==> src/rtl/core/cbs_pkg.sv <==
package cbs_pkg;

    // register map
    localparam logic [2:0] REG_IMAGE_WIDTH  = 3'd0;
    localparam logic [2:0] REG_IMAGE_HEIGHT = 3'd1;
    localparam logic [2:0] REG_SAMPLE_COUNT = 3'd2;
    localparam logic [2:0] REG_OFFSET_X     = 3'd3;
    localparam logic [2:0] REG_OFFSET_Y     = 3'd4;

    localparam int CFG_INDEX_W = 3;
    localparam int CFG_DATA_W  = 13;
    localparam int DIM_W       = 13;   // image_width / image_height
    localparam int CNT_W       = 12;   // sample_count
    localparam int OFS_W       = 12;   // offset_x / offset_y
    localparam int PT_W        = 13;   // point_x / point_y

    localparam logic [DIM_W-1:0] RST_IMAGE_WIDTH  = 13'd640;
    localparam logic [DIM_W-1:0] RST_IMAGE_HEIGHT = 13'd480;
    localparam logic [CNT_W-1:0] RST_SAMPLE_COUNT = 12'd100;

    localparam int DEF_MAX_WIDTH  = 4096;
    localparam int DEF_MAX_HEIGHT = 4096;

    // first sampled column, edge margins and band limits
    localparam int FIRST_COL   = 4;
    localparam int EDGE_MARGIN = 4;
    localparam int BAND1_START = 5;
    localparam int BOTTOM_GAP  = 5;

    localparam logic [1:0] BAND_UPPER_FIRST = 2'd0;
    localparam logic [1:0] BAND_UPPER_LAST  = 2'd1;
    localparam logic [1:0] BAND_LOWER_FIRST = 2'd2;
    localparam logic [1:0] BAND_LOWER_LAST  = 2'd3;

    localparam logic STATUS_OK        = 1'b0;
    localparam logic STATUS_BAD_COUNT = 1'b1;

endpackage

==> src/rtl/core/cbs_step_div.sv <==
module cbs_step_div
    import cbs_pkg::*;
#(
    parameter int W = 13
) (
    input  logic         aclk,
    input  logic         aresetn,
    input  logic         start,
    input  logic [W-1:0] dividend,
    input  logic [W-1:0] divisor,
    output logic         busy,
    output logic [W-1:0] quotient
);

    localparam int CW = $clog2(W + 1);

    logic [W:0]    rem_reg, rem_next;
    logic [W-1:0]  quo_reg, quo_next;
    logic [W-1:0]  div_reg;
    logic [CW-1:0] cnt_reg, cnt_next;
    logic          busy_reg, busy_next;

    logic [W:0]   rem_sh;
    logic [W+1:0] diff;

    // restoring division, one quotient bit a cycle
    always_comb begin
        rem_sh    = {rem_reg[W-1:0], quo_reg[W-1]};
        diff      = {1'b0, rem_sh} - {2'b00, div_reg};
        rem_next  = rem_reg;
        quo_next  = quo_reg;
        cnt_next  = cnt_reg;
        busy_next = busy_reg;
        if (start) begin
            rem_next  = '0;
            quo_next  = dividend;
            cnt_next  = CW'(W);
            busy_next = 1'b1;
        end else if (busy_reg) begin
            if (!diff[W+1]) begin
                rem_next = diff[W:0];
                quo_next = {quo_reg[W-2:0], 1'b1};
            end else begin
                rem_next = rem_sh;
                quo_next = {quo_reg[W-2:0], 1'b0};
            end
            cnt_next = cnt_reg - CW'(1);
            if (cnt_reg == CW'(1)) begin
                busy_next = 1'b0;
            end
        end
    end

    always_ff @(posedge aclk) begin
        if (!aresetn) begin
            cnt_reg  <= '0;
            busy_reg <= 1'b0;
        end else begin
            cnt_reg  <= cnt_next;
            busy_reg <= busy_next;
        end
    end

    always_ff @(posedge aclk) begin
        rem_reg <= rem_next;
        quo_reg <= quo_next;
        if (start) begin
            div_reg <= divisor;
        end
    end

    assign busy     = busy_reg;
    assign quotient = quo_reg;

endmodule

==> src/rtl/core/column_boundary_sampler.sv <==
// Column boundary sampler. Marker pixels arrive column by column, one flag per
// transfer, and are taken at one pixel per clock. Columns 4, 4+step, ... below
// width-4 are sampled, four boundary bands are tracked in each, and at the
// column's last row four points (bands 0..3) leave on the m_ channel, one per
// clock while m_ready is high. The step (width-9)/(count-1) is worked out by a
// bit-serial divider after reset and after every configuration write; while it
// runs s_ready is low. Width, height and count take effect at the next frame
// start, the offsets at once. Apart from the divider, the input only stalls at a
// column or frame end that has a result to send while earlier results are still
// going out. A sample count below 2 or not below width-8 gives no points;
// instead a single result with status 1 is sent at the last pixel of the frame.
module column_boundary_sampler
    import cbs_pkg::*;
#(
    parameter int MAX_WIDTH  = DEF_MAX_WIDTH,
    parameter int MAX_HEIGHT = DEF_MAX_HEIGHT
) (
    input  logic                   aclk,
    input  logic                   aresetn,

    input  logic                   cfg_valid,
    output logic                   cfg_ready,
    input  logic [CFG_INDEX_W-1:0] cfg_index,
    input  logic [CFG_DATA_W-1:0]  cfg_data,

    input  logic                   s_valid,
    output logic                   s_ready,
    input  logic                   s_is_boundary,

    output logic                   m_valid,
    input  logic                   m_ready,
    output logic [1:0]             m_band,
    output logic [PT_W-1:0]        m_point_x,
    output logic [PT_W-1:0]        m_point_y,
    output logic                   m_found,
    output logic                   m_last_in_column,
    output logic                   m_status
);

    localparam int WW = $clog2(MAX_WIDTH + 1);
    localparam int HW = $clog2(MAX_HEIGHT + 1);
    localparam int NW = WW + 1;     // next sampled column, saturating
    localparam int CX = WW + 2;
    localparam int HX = HW + 3;

    // configuration registers
    logic [DIM_W-1:0] image_width_reg, image_height_reg;
    logic [CNT_W-1:0] sample_count_reg;
    logic [OFS_W-1:0] offset_x_reg, offset_y_reg;
    logic             start_reg;

    // frame state
    logic [WW-1:0] frame_w_reg;
    logic [HW-1:0] frame_h_reg;
    logic          frame_ok_reg;
    logic [WW-1:0] step_reg;
    logic [NW-1:0] nsc_reg;
    logic [HW-1:0] row_reg;
    logic [WW-1:0] col_reg;
    logic [HW-1:0] band_row_reg [4];
    logic          band_found_reg [4];

    // result buffer
    logic            out_valid_reg;
    logic [1:0]      out_idx_reg;
    logic            out_err_reg;
    logic [PT_W-1:0] out_x_reg;
    logic [PT_W-1:0] out_y_reg [4];
    logic            out_found_reg [4];

    logic          cfg_xfer, s_xfer, m_xfer;
    logic          div_busy;
    logic [WW-1:0] div_quo;
    logic [WW-1:0] w_cl;
    logic [HW-1:0] h_cl;
    logic          ok_cfg;

    logic          frame_start;
    logic [WW-1:0] cur_w;
    logic [HW-1:0] cur_h;
    logic          cur_ok;
    logic [WW-1:0] cur_step;
    logic [NW-1:0] cur_nsc;
    logic [HW-1:0] cur_row [4];
    logic          cur_found [4];
    logic [HW-1:0] nxt_row [4];
    logic          nxt_found [4];

    logic [HX-1:0] r_x, h_x, h2_x;
    logic          sampled, col_end, frame_end, emit, out_free;
    logic [NW:0]   nsc_sum;
    logic [NW-1:0] nsc_adv;
    logic [PT_W-1:0] fb_y [4];

    assign cfg_ready = 1'b1;
    assign cfg_xfer  = cfg_valid && cfg_ready;
    assign s_xfer    = s_valid && s_ready;
    assign m_xfer    = m_valid && m_ready;

    always_ff @(posedge aclk) begin
        if (!aresetn) begin
            image_width_reg  <= RST_IMAGE_WIDTH;
            image_height_reg <= RST_IMAGE_HEIGHT;
            sample_count_reg <= RST_SAMPLE_COUNT;
            offset_x_reg     <= '0;
            offset_y_reg     <= '0;
            start_reg        <= 1'b1;
        end else begin
            start_reg <= cfg_xfer;
            if (cfg_xfer) begin
                case (cfg_index)
                    REG_IMAGE_WIDTH:  image_width_reg  <= cfg_data[DIM_W-1:0];
                    REG_IMAGE_HEIGHT: image_height_reg <= cfg_data[DIM_W-1:0];
                    REG_SAMPLE_COUNT: sample_count_reg <= cfg_data[CNT_W-1:0];
                    REG_OFFSET_X:     offset_x_reg     <= cfg_data[OFS_W-1:0];
                    REG_OFFSET_Y:     offset_y_reg     <= cfg_data[OFS_W-1:0];
                    default: ;
                endcase
            end
        end
    end

    // clamped geometry and count check from the live registers
    always_comb begin
        if (image_width_reg == '0) begin
            w_cl = WW'(1);
        end else if (32'(image_width_reg) > 32'(MAX_WIDTH)) begin
            w_cl = WW'(MAX_WIDTH);
        end else begin
            w_cl = WW'(image_width_reg);
        end
        if (image_height_reg == '0) begin
            h_cl = HW'(1);
        end else if (32'(image_height_reg) > 32'(MAX_HEIGHT)) begin
            h_cl = HW'(MAX_HEIGHT);
        end else begin
            h_cl = HW'(image_height_reg);
        end
        ok_cfg = (sample_count_reg >= CNT_W'(2))
              && (32'(sample_count_reg) + 32'd8 < 32'(w_cl));
    end

    cbs_step_div #(
        .W (WW)
    ) u_step_div (
        .aclk     (aclk),
        .aresetn  (aresetn),
        .start    (start_reg),
        .dividend (WW'(w_cl - WW'(9))),
        .divisor  (WW'(sample_count_reg - CNT_W'(1))),
        .busy     (div_busy),
        .quotient (div_quo)
    );

    assign frame_start = (row_reg == '0) && (col_reg == '0);

    always_comb begin
        cur_w    = frame_start ? w_cl   : frame_w_reg;
        cur_h    = frame_start ? h_cl   : frame_h_reg;
        cur_ok   = frame_start ? ok_cfg : frame_ok_reg;
        cur_step = frame_start ? (ok_cfg ? div_quo : '0) : step_reg;
        cur_nsc  = frame_start ? NW'(FIRST_COL) : nsc_reg;
        for (int k = 0; k < 4; k++) begin
            cur_row[k]   = frame_start ? '0   : band_row_reg[k];
            cur_found[k] = frame_start ? 1'b0 : band_found_reg[k];
        end

        r_x  = HX'(row_reg);
        h_x  = HX'(cur_h);
        h2_x = HX'(cur_h >> 1);

        sampled   = cur_ok && (NW'(col_reg) == cur_nsc)
                 && (CX'(col_reg) + CX'(EDGE_MARGIN) < CX'(cur_w));
        col_end   = (r_x + HX'(1) >= h_x);
        frame_end = (CX'(col_reg) + CX'(1) >= CX'(cur_w));
        emit      = col_end && (sampled || (frame_end && !cur_ok));

        // band tracking: first hit keeps the earliest row, last hit the latest
        for (int k = 0; k < 4; k++) begin
            nxt_row[k]   = cur_row[k];
            nxt_found[k] = cur_found[k];
        end
        if (sampled && s_is_boundary) begin
            if (!cur_found[0] && r_x >= HX'(FIRST_COL) && r_x < h2_x) begin
                nxt_row[0]   = row_reg;
                nxt_found[0] = 1'b1;
            end
            if (r_x >= HX'(BAND1_START) && r_x < h2_x) begin
                nxt_row[1]   = row_reg;
                nxt_found[1] = 1'b1;
            end
            if (!cur_found[2] && r_x >= h2_x && r_x + HX'(BOTTOM_GAP) <= h_x) begin
                nxt_row[2]   = row_reg;
                nxt_found[2] = 1'b1;
            end
            if (r_x > h2_x && r_x + HX'(BOTTOM_GAP) <= h_x) begin
                nxt_row[3]   = row_reg;
                nxt_found[3] = 1'b1;
            end
        end

        fb_y[0] = PT_W'(FIRST_COL);
        fb_y[1] = PT_W'(cur_h >> 1);
        fb_y[2] = PT_W'(cur_h >> 1);
        fb_y[3] = PT_W'(cur_h) - PT_W'(BOTTOM_GAP);

        nsc_sum = (NW+1)'(cur_nsc) + (NW+1)'(cur_step);
        nsc_adv = nsc_sum[NW] ? '1 : nsc_sum[NW-1:0];
    end

    assign out_free = !out_valid_reg
                   || (m_ready && (out_err_reg || out_idx_reg == BAND_LOWER_LAST));
    assign s_ready  = !start_reg && !div_busy && (!emit || out_free);

    always_ff @(posedge aclk) begin
        if (!aresetn) begin
            frame_w_reg  <= '0;
            frame_h_reg  <= '0;
            frame_ok_reg <= 1'b0;
            step_reg     <= '0;
            nsc_reg      <= NW'(FIRST_COL);
            row_reg      <= '0;
            col_reg      <= '0;
            for (int k = 0; k < 4; k++) begin
                band_row_reg[k]   <= '0;
                band_found_reg[k] <= 1'b0;
            end
        end else if (s_xfer) begin
            frame_w_reg  <= cur_w;
            frame_h_reg  <= cur_h;
            frame_ok_reg <= cur_ok;
            step_reg     <= cur_step;
            nsc_reg      <= (col_end && sampled) ? nsc_adv : cur_nsc;
            for (int k = 0; k < 4; k++) begin
                band_row_reg[k]   <= col_end ? '0   : nxt_row[k];
                band_found_reg[k] <= col_end ? 1'b0 : nxt_found[k];
            end
            if (col_end) begin
                row_reg <= '0;
                col_reg <= frame_end ? '0 : col_reg + WW'(1);
            end else begin
                row_reg <= row_reg + HW'(1);
            end
        end
    end

    // result buffer: one column's four points, or the error result
    always_ff @(posedge aclk) begin
        if (!aresetn) begin
            out_valid_reg <= 1'b0;
            out_idx_reg   <= BAND_UPPER_FIRST;
        end else if (s_xfer && emit) begin
            out_valid_reg <= 1'b1;
            out_idx_reg   <= BAND_UPPER_FIRST;
        end else if (m_xfer) begin
            if (out_err_reg || out_idx_reg == BAND_LOWER_LAST) begin
                out_valid_reg <= 1'b0;
            end else begin
                out_idx_reg <= out_idx_reg + 2'd1;
            end
        end
    end

    always_ff @(posedge aclk) begin
        if (s_xfer && emit) begin
            out_err_reg <= !sampled;
            out_x_reg   <= sampled ? PT_W'(col_reg) + PT_W'(offset_x_reg) : '0;
            for (int k = 0; k < 4; k++) begin
                out_found_reg[k] <= sampled && nxt_found[k];
                if (!sampled) begin
                    out_y_reg[k] <= '0;
                end else if (nxt_found[k]) begin
                    out_y_reg[k] <= PT_W'(nxt_row[k]) + PT_W'(offset_y_reg);
                end else begin
                    out_y_reg[k] <= fb_y[k] + PT_W'(offset_y_reg);
                end
            end
        end
    end

    assign m_valid          = out_valid_reg;
    assign m_band           = out_err_reg ? BAND_UPPER_FIRST : out_idx_reg;
    assign m_point_x        = out_x_reg;
    assign m_point_y        = out_y_reg[out_idx_reg];
    assign m_found          = out_found_reg[out_idx_reg];
    assign m_last_in_column = out_err_reg || (out_idx_reg == BAND_LOWER_LAST);
    assign m_status         = out_err_reg ? STATUS_BAD_COUNT : STATUS_OK;

    // a column end with a result to send loads the buffer
    a_emit_loads: assert property (@(posedge aclk) disable iff (!aresetn)
        (s_xfer && emit) |=> m_valid)
        else $error("result buffer not loaded at column end");

    // the error result carries no point
    a_err_result: assert property (@(posedge aclk) disable iff (!aresetn)
        (m_valid && m_status) |-> (m_last_in_column && m_band == BAND_UPPER_FIRST
                                   && !m_found && m_point_x == '0 && m_point_y == '0))
        else $error("error result has point fields set");

    // points of a column go out in band order without gaps
    a_band_order: assert property (@(posedge aclk) disable iff (!aresetn)
        (m_xfer && !m_last_in_column) |=> (m_valid && m_band == 2'($past(m_band) + 2'd1)))
        else $error("band sequence broken");

    // no pixel taken while the column step is being derived
    a_no_input_during_div: assert property (@(posedge aclk) disable iff (!aresetn)
        (div_busy || start_reg) |-> !s_xfer)
        else $error("pixel accepted while step divider busy");

endmodule

==> config.mk <==
export PLATFORM = sky130hd
export DESIGN_NAME = column_boundary_sampler
export DESIGN_NICKNAME = d
export VERILOG_FILES = /design/src/rtl/core/cbs_pkg.sv /design/src/rtl/core/cbs_step_div.sv /design/src/rtl/core/column_boundary_sampler.sv
export SDC_FILE = /design/constraint.sdc
export NUM_CORES = 1
export LEC_CHECK = 0
export BUFFER_PORTS_ARGS = -buffer_cell sky130_fd_sc_hd__buf_4
export CAP_MARGIN = 20
export CORE_ASPECT_RATIO = 0.6
export CORE_MARGIN = 1
export CORE_UTILIZATION = 40
export CTS_CLUSTER_SIZE = 16
export DETAILED_ROUTE_END_ITERATION = 16
export PLACE_DENSITY = 0.52
export SETUP_SLACK_MARGIN = 0.4
export SYNTH_ARGS = -nofsm -noshare
export SYNTH_HDL_FRONTEND = slang
export SYNTH_HIERARCHICAL = 1
export SYNTH_SLANG_ARGS = --single-unit
==> constraint.sdc <==
create_clock -name aclk -period 15.3 [get_ports aclk]
set_clock_uncertainty 0.15 [all_clocks]
set_input_delay 2.295 -clock aclk [delete_from_list [all_inputs] [get_ports aclk]]
set_output_delay 2.295 -clock aclk [all_outputs]
set_load 0.02 [all_outputs]
==> impl_metrics.tcl <==
set metrics [dict create \
    slowest_stage "nand3_1" \
    gr-usage-met1 0.458 \
    drc 0 \
    cts_hold_buffers 0 \
    clk_pin_slew_ns 0.07 \
    clockBufferDepth 3 \
    synth_edf_count 149 \
    diodes 0 \
    powerDensity_nw_per_um2 91.9 \
    clock_sinks 318 \
    syn_area_per_cell_um2 8.68 \
    final_cells 3361 \
    die_h_um 186 \
    nets 2826 \
    dp_hpwl_um 61100 \
    yosys_warnings 6 \
    arrival_ns 9.81 \
    yosys_register_bits 318 \
    ys_types 96 \
    cts_tree "yes" \
    dpl.cell_count 3290 \
    setup_viol_count_final 0 \
    dr.pass1.iters 6 \
    path_max_fanout 68 \
    cts-htree-levels 2 \
    power_leakage_nw 9.95 \
    gp_congestion 1.03 \
    tightest_slew_ns 1.09 \
    syn_nets 2829 \
    period_share 0.633 \
    dr.first_iter.drc_count 2349 \
    peakVddDrop_v 0.0000848 \
    detail-route-antenna-nets 0 \
    top_level_ports 56 \
    p_total_w 0.00227 \
    cts_resized 0 \
    grt_max_degree 85 \
    worst_ep_required_time_ns 15.43 \
    worstSetupStartpointType "flip-flop" \
    fin_hold_ws_ns 0.307 \
    ys_seq_area_frac 0.350 \
    grt_setup_unrepaired "no" \
    final.setup.tns_ns 0 \
    layout-drive-gt1-share 0.100 \
    synthCells 2587 \
    vias_per_cell 5.87 \
    seq_area_um2 7860 \
    yosys.area.top_type "edfxtp_1" \
    dieWidth_um 308 \
    rows 66 \
    portBuffers 54 \
    hold_viol 0 \
    slew_headroom 0.271 \
    wire_per_inst_um 23.7 \
    netlist.area_leader.share 0.199 \
    core-area_um2 54800 \
    cts_setup_buffers 0 \
    start_util 0.409 \
    status "finished clean" \
    drv_cap 0 \
    synth.cell_area_um2 22500 \
    syn_to_final_growth_pct 10.3 \
    grt_use_met3 0.107 \
    grt_antenna_before_repair 2 \
    clk_latency_ns 0.56 \
    drt-total-wl_um 79800 \
    cts_buffers 37 \
    synth_area_leaders "edfxtp_1 (20%), dfxtp_1 (15%), ha_1 (12%), nand2_1 (5.8%), a21oi_1 (4.5%)" \
    dieArea_um2 57100 \
    async_reset_ff_frac 0 \
    grt.busiest_layer "met1" \
    track_usage 0.280 \
    critPathMaxStageDelay_ns 0.87 \
    path_class "flip-flop to flip-flop" \
    fillCellCount 5331 \
    route.vias.total 19717 \
    cp-end-kind "flip-flop" \
    clock.fmax_mhz 103 \
    grt_pass1_vias 17846 \
    min_path_type "flip-flop to flip-flop" \
    drv_slew 0 \
    fin_crit_ns 9.68 \
    grt_pass1_wl_um 118000 \
    globalRouteOverflowTotal 0 \
    multi_input_area_um2 13500 \
    cts-root-buf "clkbuf_16" \
    grt_use_met2 0.330 \
    synth_ff_type "dfxtp_1" \
]
## per-stage QoR
| step | setup WS [ns] | cell area (µm²) | util |
|---|---|---|---|
| 6_report | 5.62 | 24800 | 0.451 |
| 5_1_grt | 4.92 | 24800 | 0.451 |
| 4_1_cts | 5.72 | 24700 | 0.450 |
| 3_5_place_dp | 5.78 | 23500 | 0.428 |
| 3_3_place_gp | 6.15 | 23500 | 0.428 |
| 2_1_floorplan | 8.28 | 22500 | - |
## final cells by class
cell class                 instances  share of cell area
multi-input combinational       1991               0.544
sequential                       318               0.317
clock buffer                      59              0.0456
tap                              748              0.0378
timing repair buffer              94              0.0300
inverter                         142              0.0216
clock inverter                     9             0.00399
## where the power goes
part / internal (W) / switching, W
Combinational: 0.000145 / 0.000277
Clock: 0.000527 / 0.000394
Sequential: 0.000910 / 0.0000207
## worst paths after layout
check / from / to / slack, ns / depth (start not counted)
hold / removal: band_found_reg[1] / band_found_reg[1] / 0.31 / 2
hold reg to reg: band_found_reg[1] / band_found_reg[1] / 0.31 / 2
setup / recovery: row_reg[0] / out_y_reg[3][12] / 5.62 / 28
setup reg to reg: row_reg[0] / out_y_reg[3][12] / 5.62 / 28
## cell usage after synthesis (15+ instances only)
cell type / number
xnor2_1: 98
a21oi_1: 200
o22ai_1: 19
nor4_1: 22
a21o_1: 34
nor3_1: 37
mux2_2: 16
dfxtp_1: 169
nand2_2: 15
nand4_1: 28
mux2i_1: 22
a211oi_1: 49
nor2b_1: 26
clkbuf_1: 87
o31ai_1: 20
nand2b_1: 24
a22o_1: 24
nor2_1: 211
xor2_1: 68
nand3_1: 125
a21oi_2: 21
nand2_1: 349
o21ai_0: 86
edfxtp_1: 149
buf_2: 30
and3_1: 24
ha_1: 211
and2_1: 31
inv_1: 139
## cells by family (layout without fill, tap and decap cells)
| family | after synthesis | after routing | synth area share |
|---|---|---|---|
| simple gates | 954 | 954 | 0.199 |
| compound gates | 595 | 595 | 0.175 |
| flops | 318 | 318 | 0.350 |
| buf+inv | 278 | 304 | 0.0518 |
| fa+ha+maj | 221 | 221 | 0.126 |
| xor+xnor | 167 | 167 | 0.0658 |
| mux | 53 | 53 | 0.0324 |
| other cells | 1 | 1 | 0.000167 |
## routing by layer
| layer | wire, µm | part of all wire |
|---|---|---|
| met5 | 85 | 0.0011 |
| met4 | 1050 | 0.013 |
| met3 | 10600 | 0.13 |
| met2 | 26700 | 0.33 |
| met1 | 41300 | 0.52 |
## layout by cell type, fill, tap and decap left out, types with 19 or more instances in the layout
cell / instances
nand2_1: 349
nor2_1: 211
ha_1: 211
a21oi_1: 200
dfxtp_1: 169
edfxtp_1: 149
inv_1: 138
nand3_1: 125
xnor2_1: 98
buf_4: 91
o21ai_0: 86
xor2_1: 68
a211oi_1: 48
clkbuf_16: 38
nor3_1: 37
a21o_1: 34
and2_1: 31
nand4_1: 28
nor2b_1: 26
nand2b_1: 24
a22o_1: 24
and3_1: 24
nor4_1: 22
mux2i_1: 22
a21oi_2: 21
o31ai_1: 20
o22ai_1: 19
## worst max-delay path, delay by kind of cell, from the launching register on
family,cells,cell delay (ns)
buffers and inverters,2,0.90
flip-flops,1,0.66
XOR/XNOR,1,0.20
AO/OA/AOI/OAI,10,2.81
multiplexers,2,0.24
adder cells (fa/ha/maj),4,1.20
AND/OR/NAND/NOR,9,3.20
Note: power is estimated with default switching activity, not from simulation.
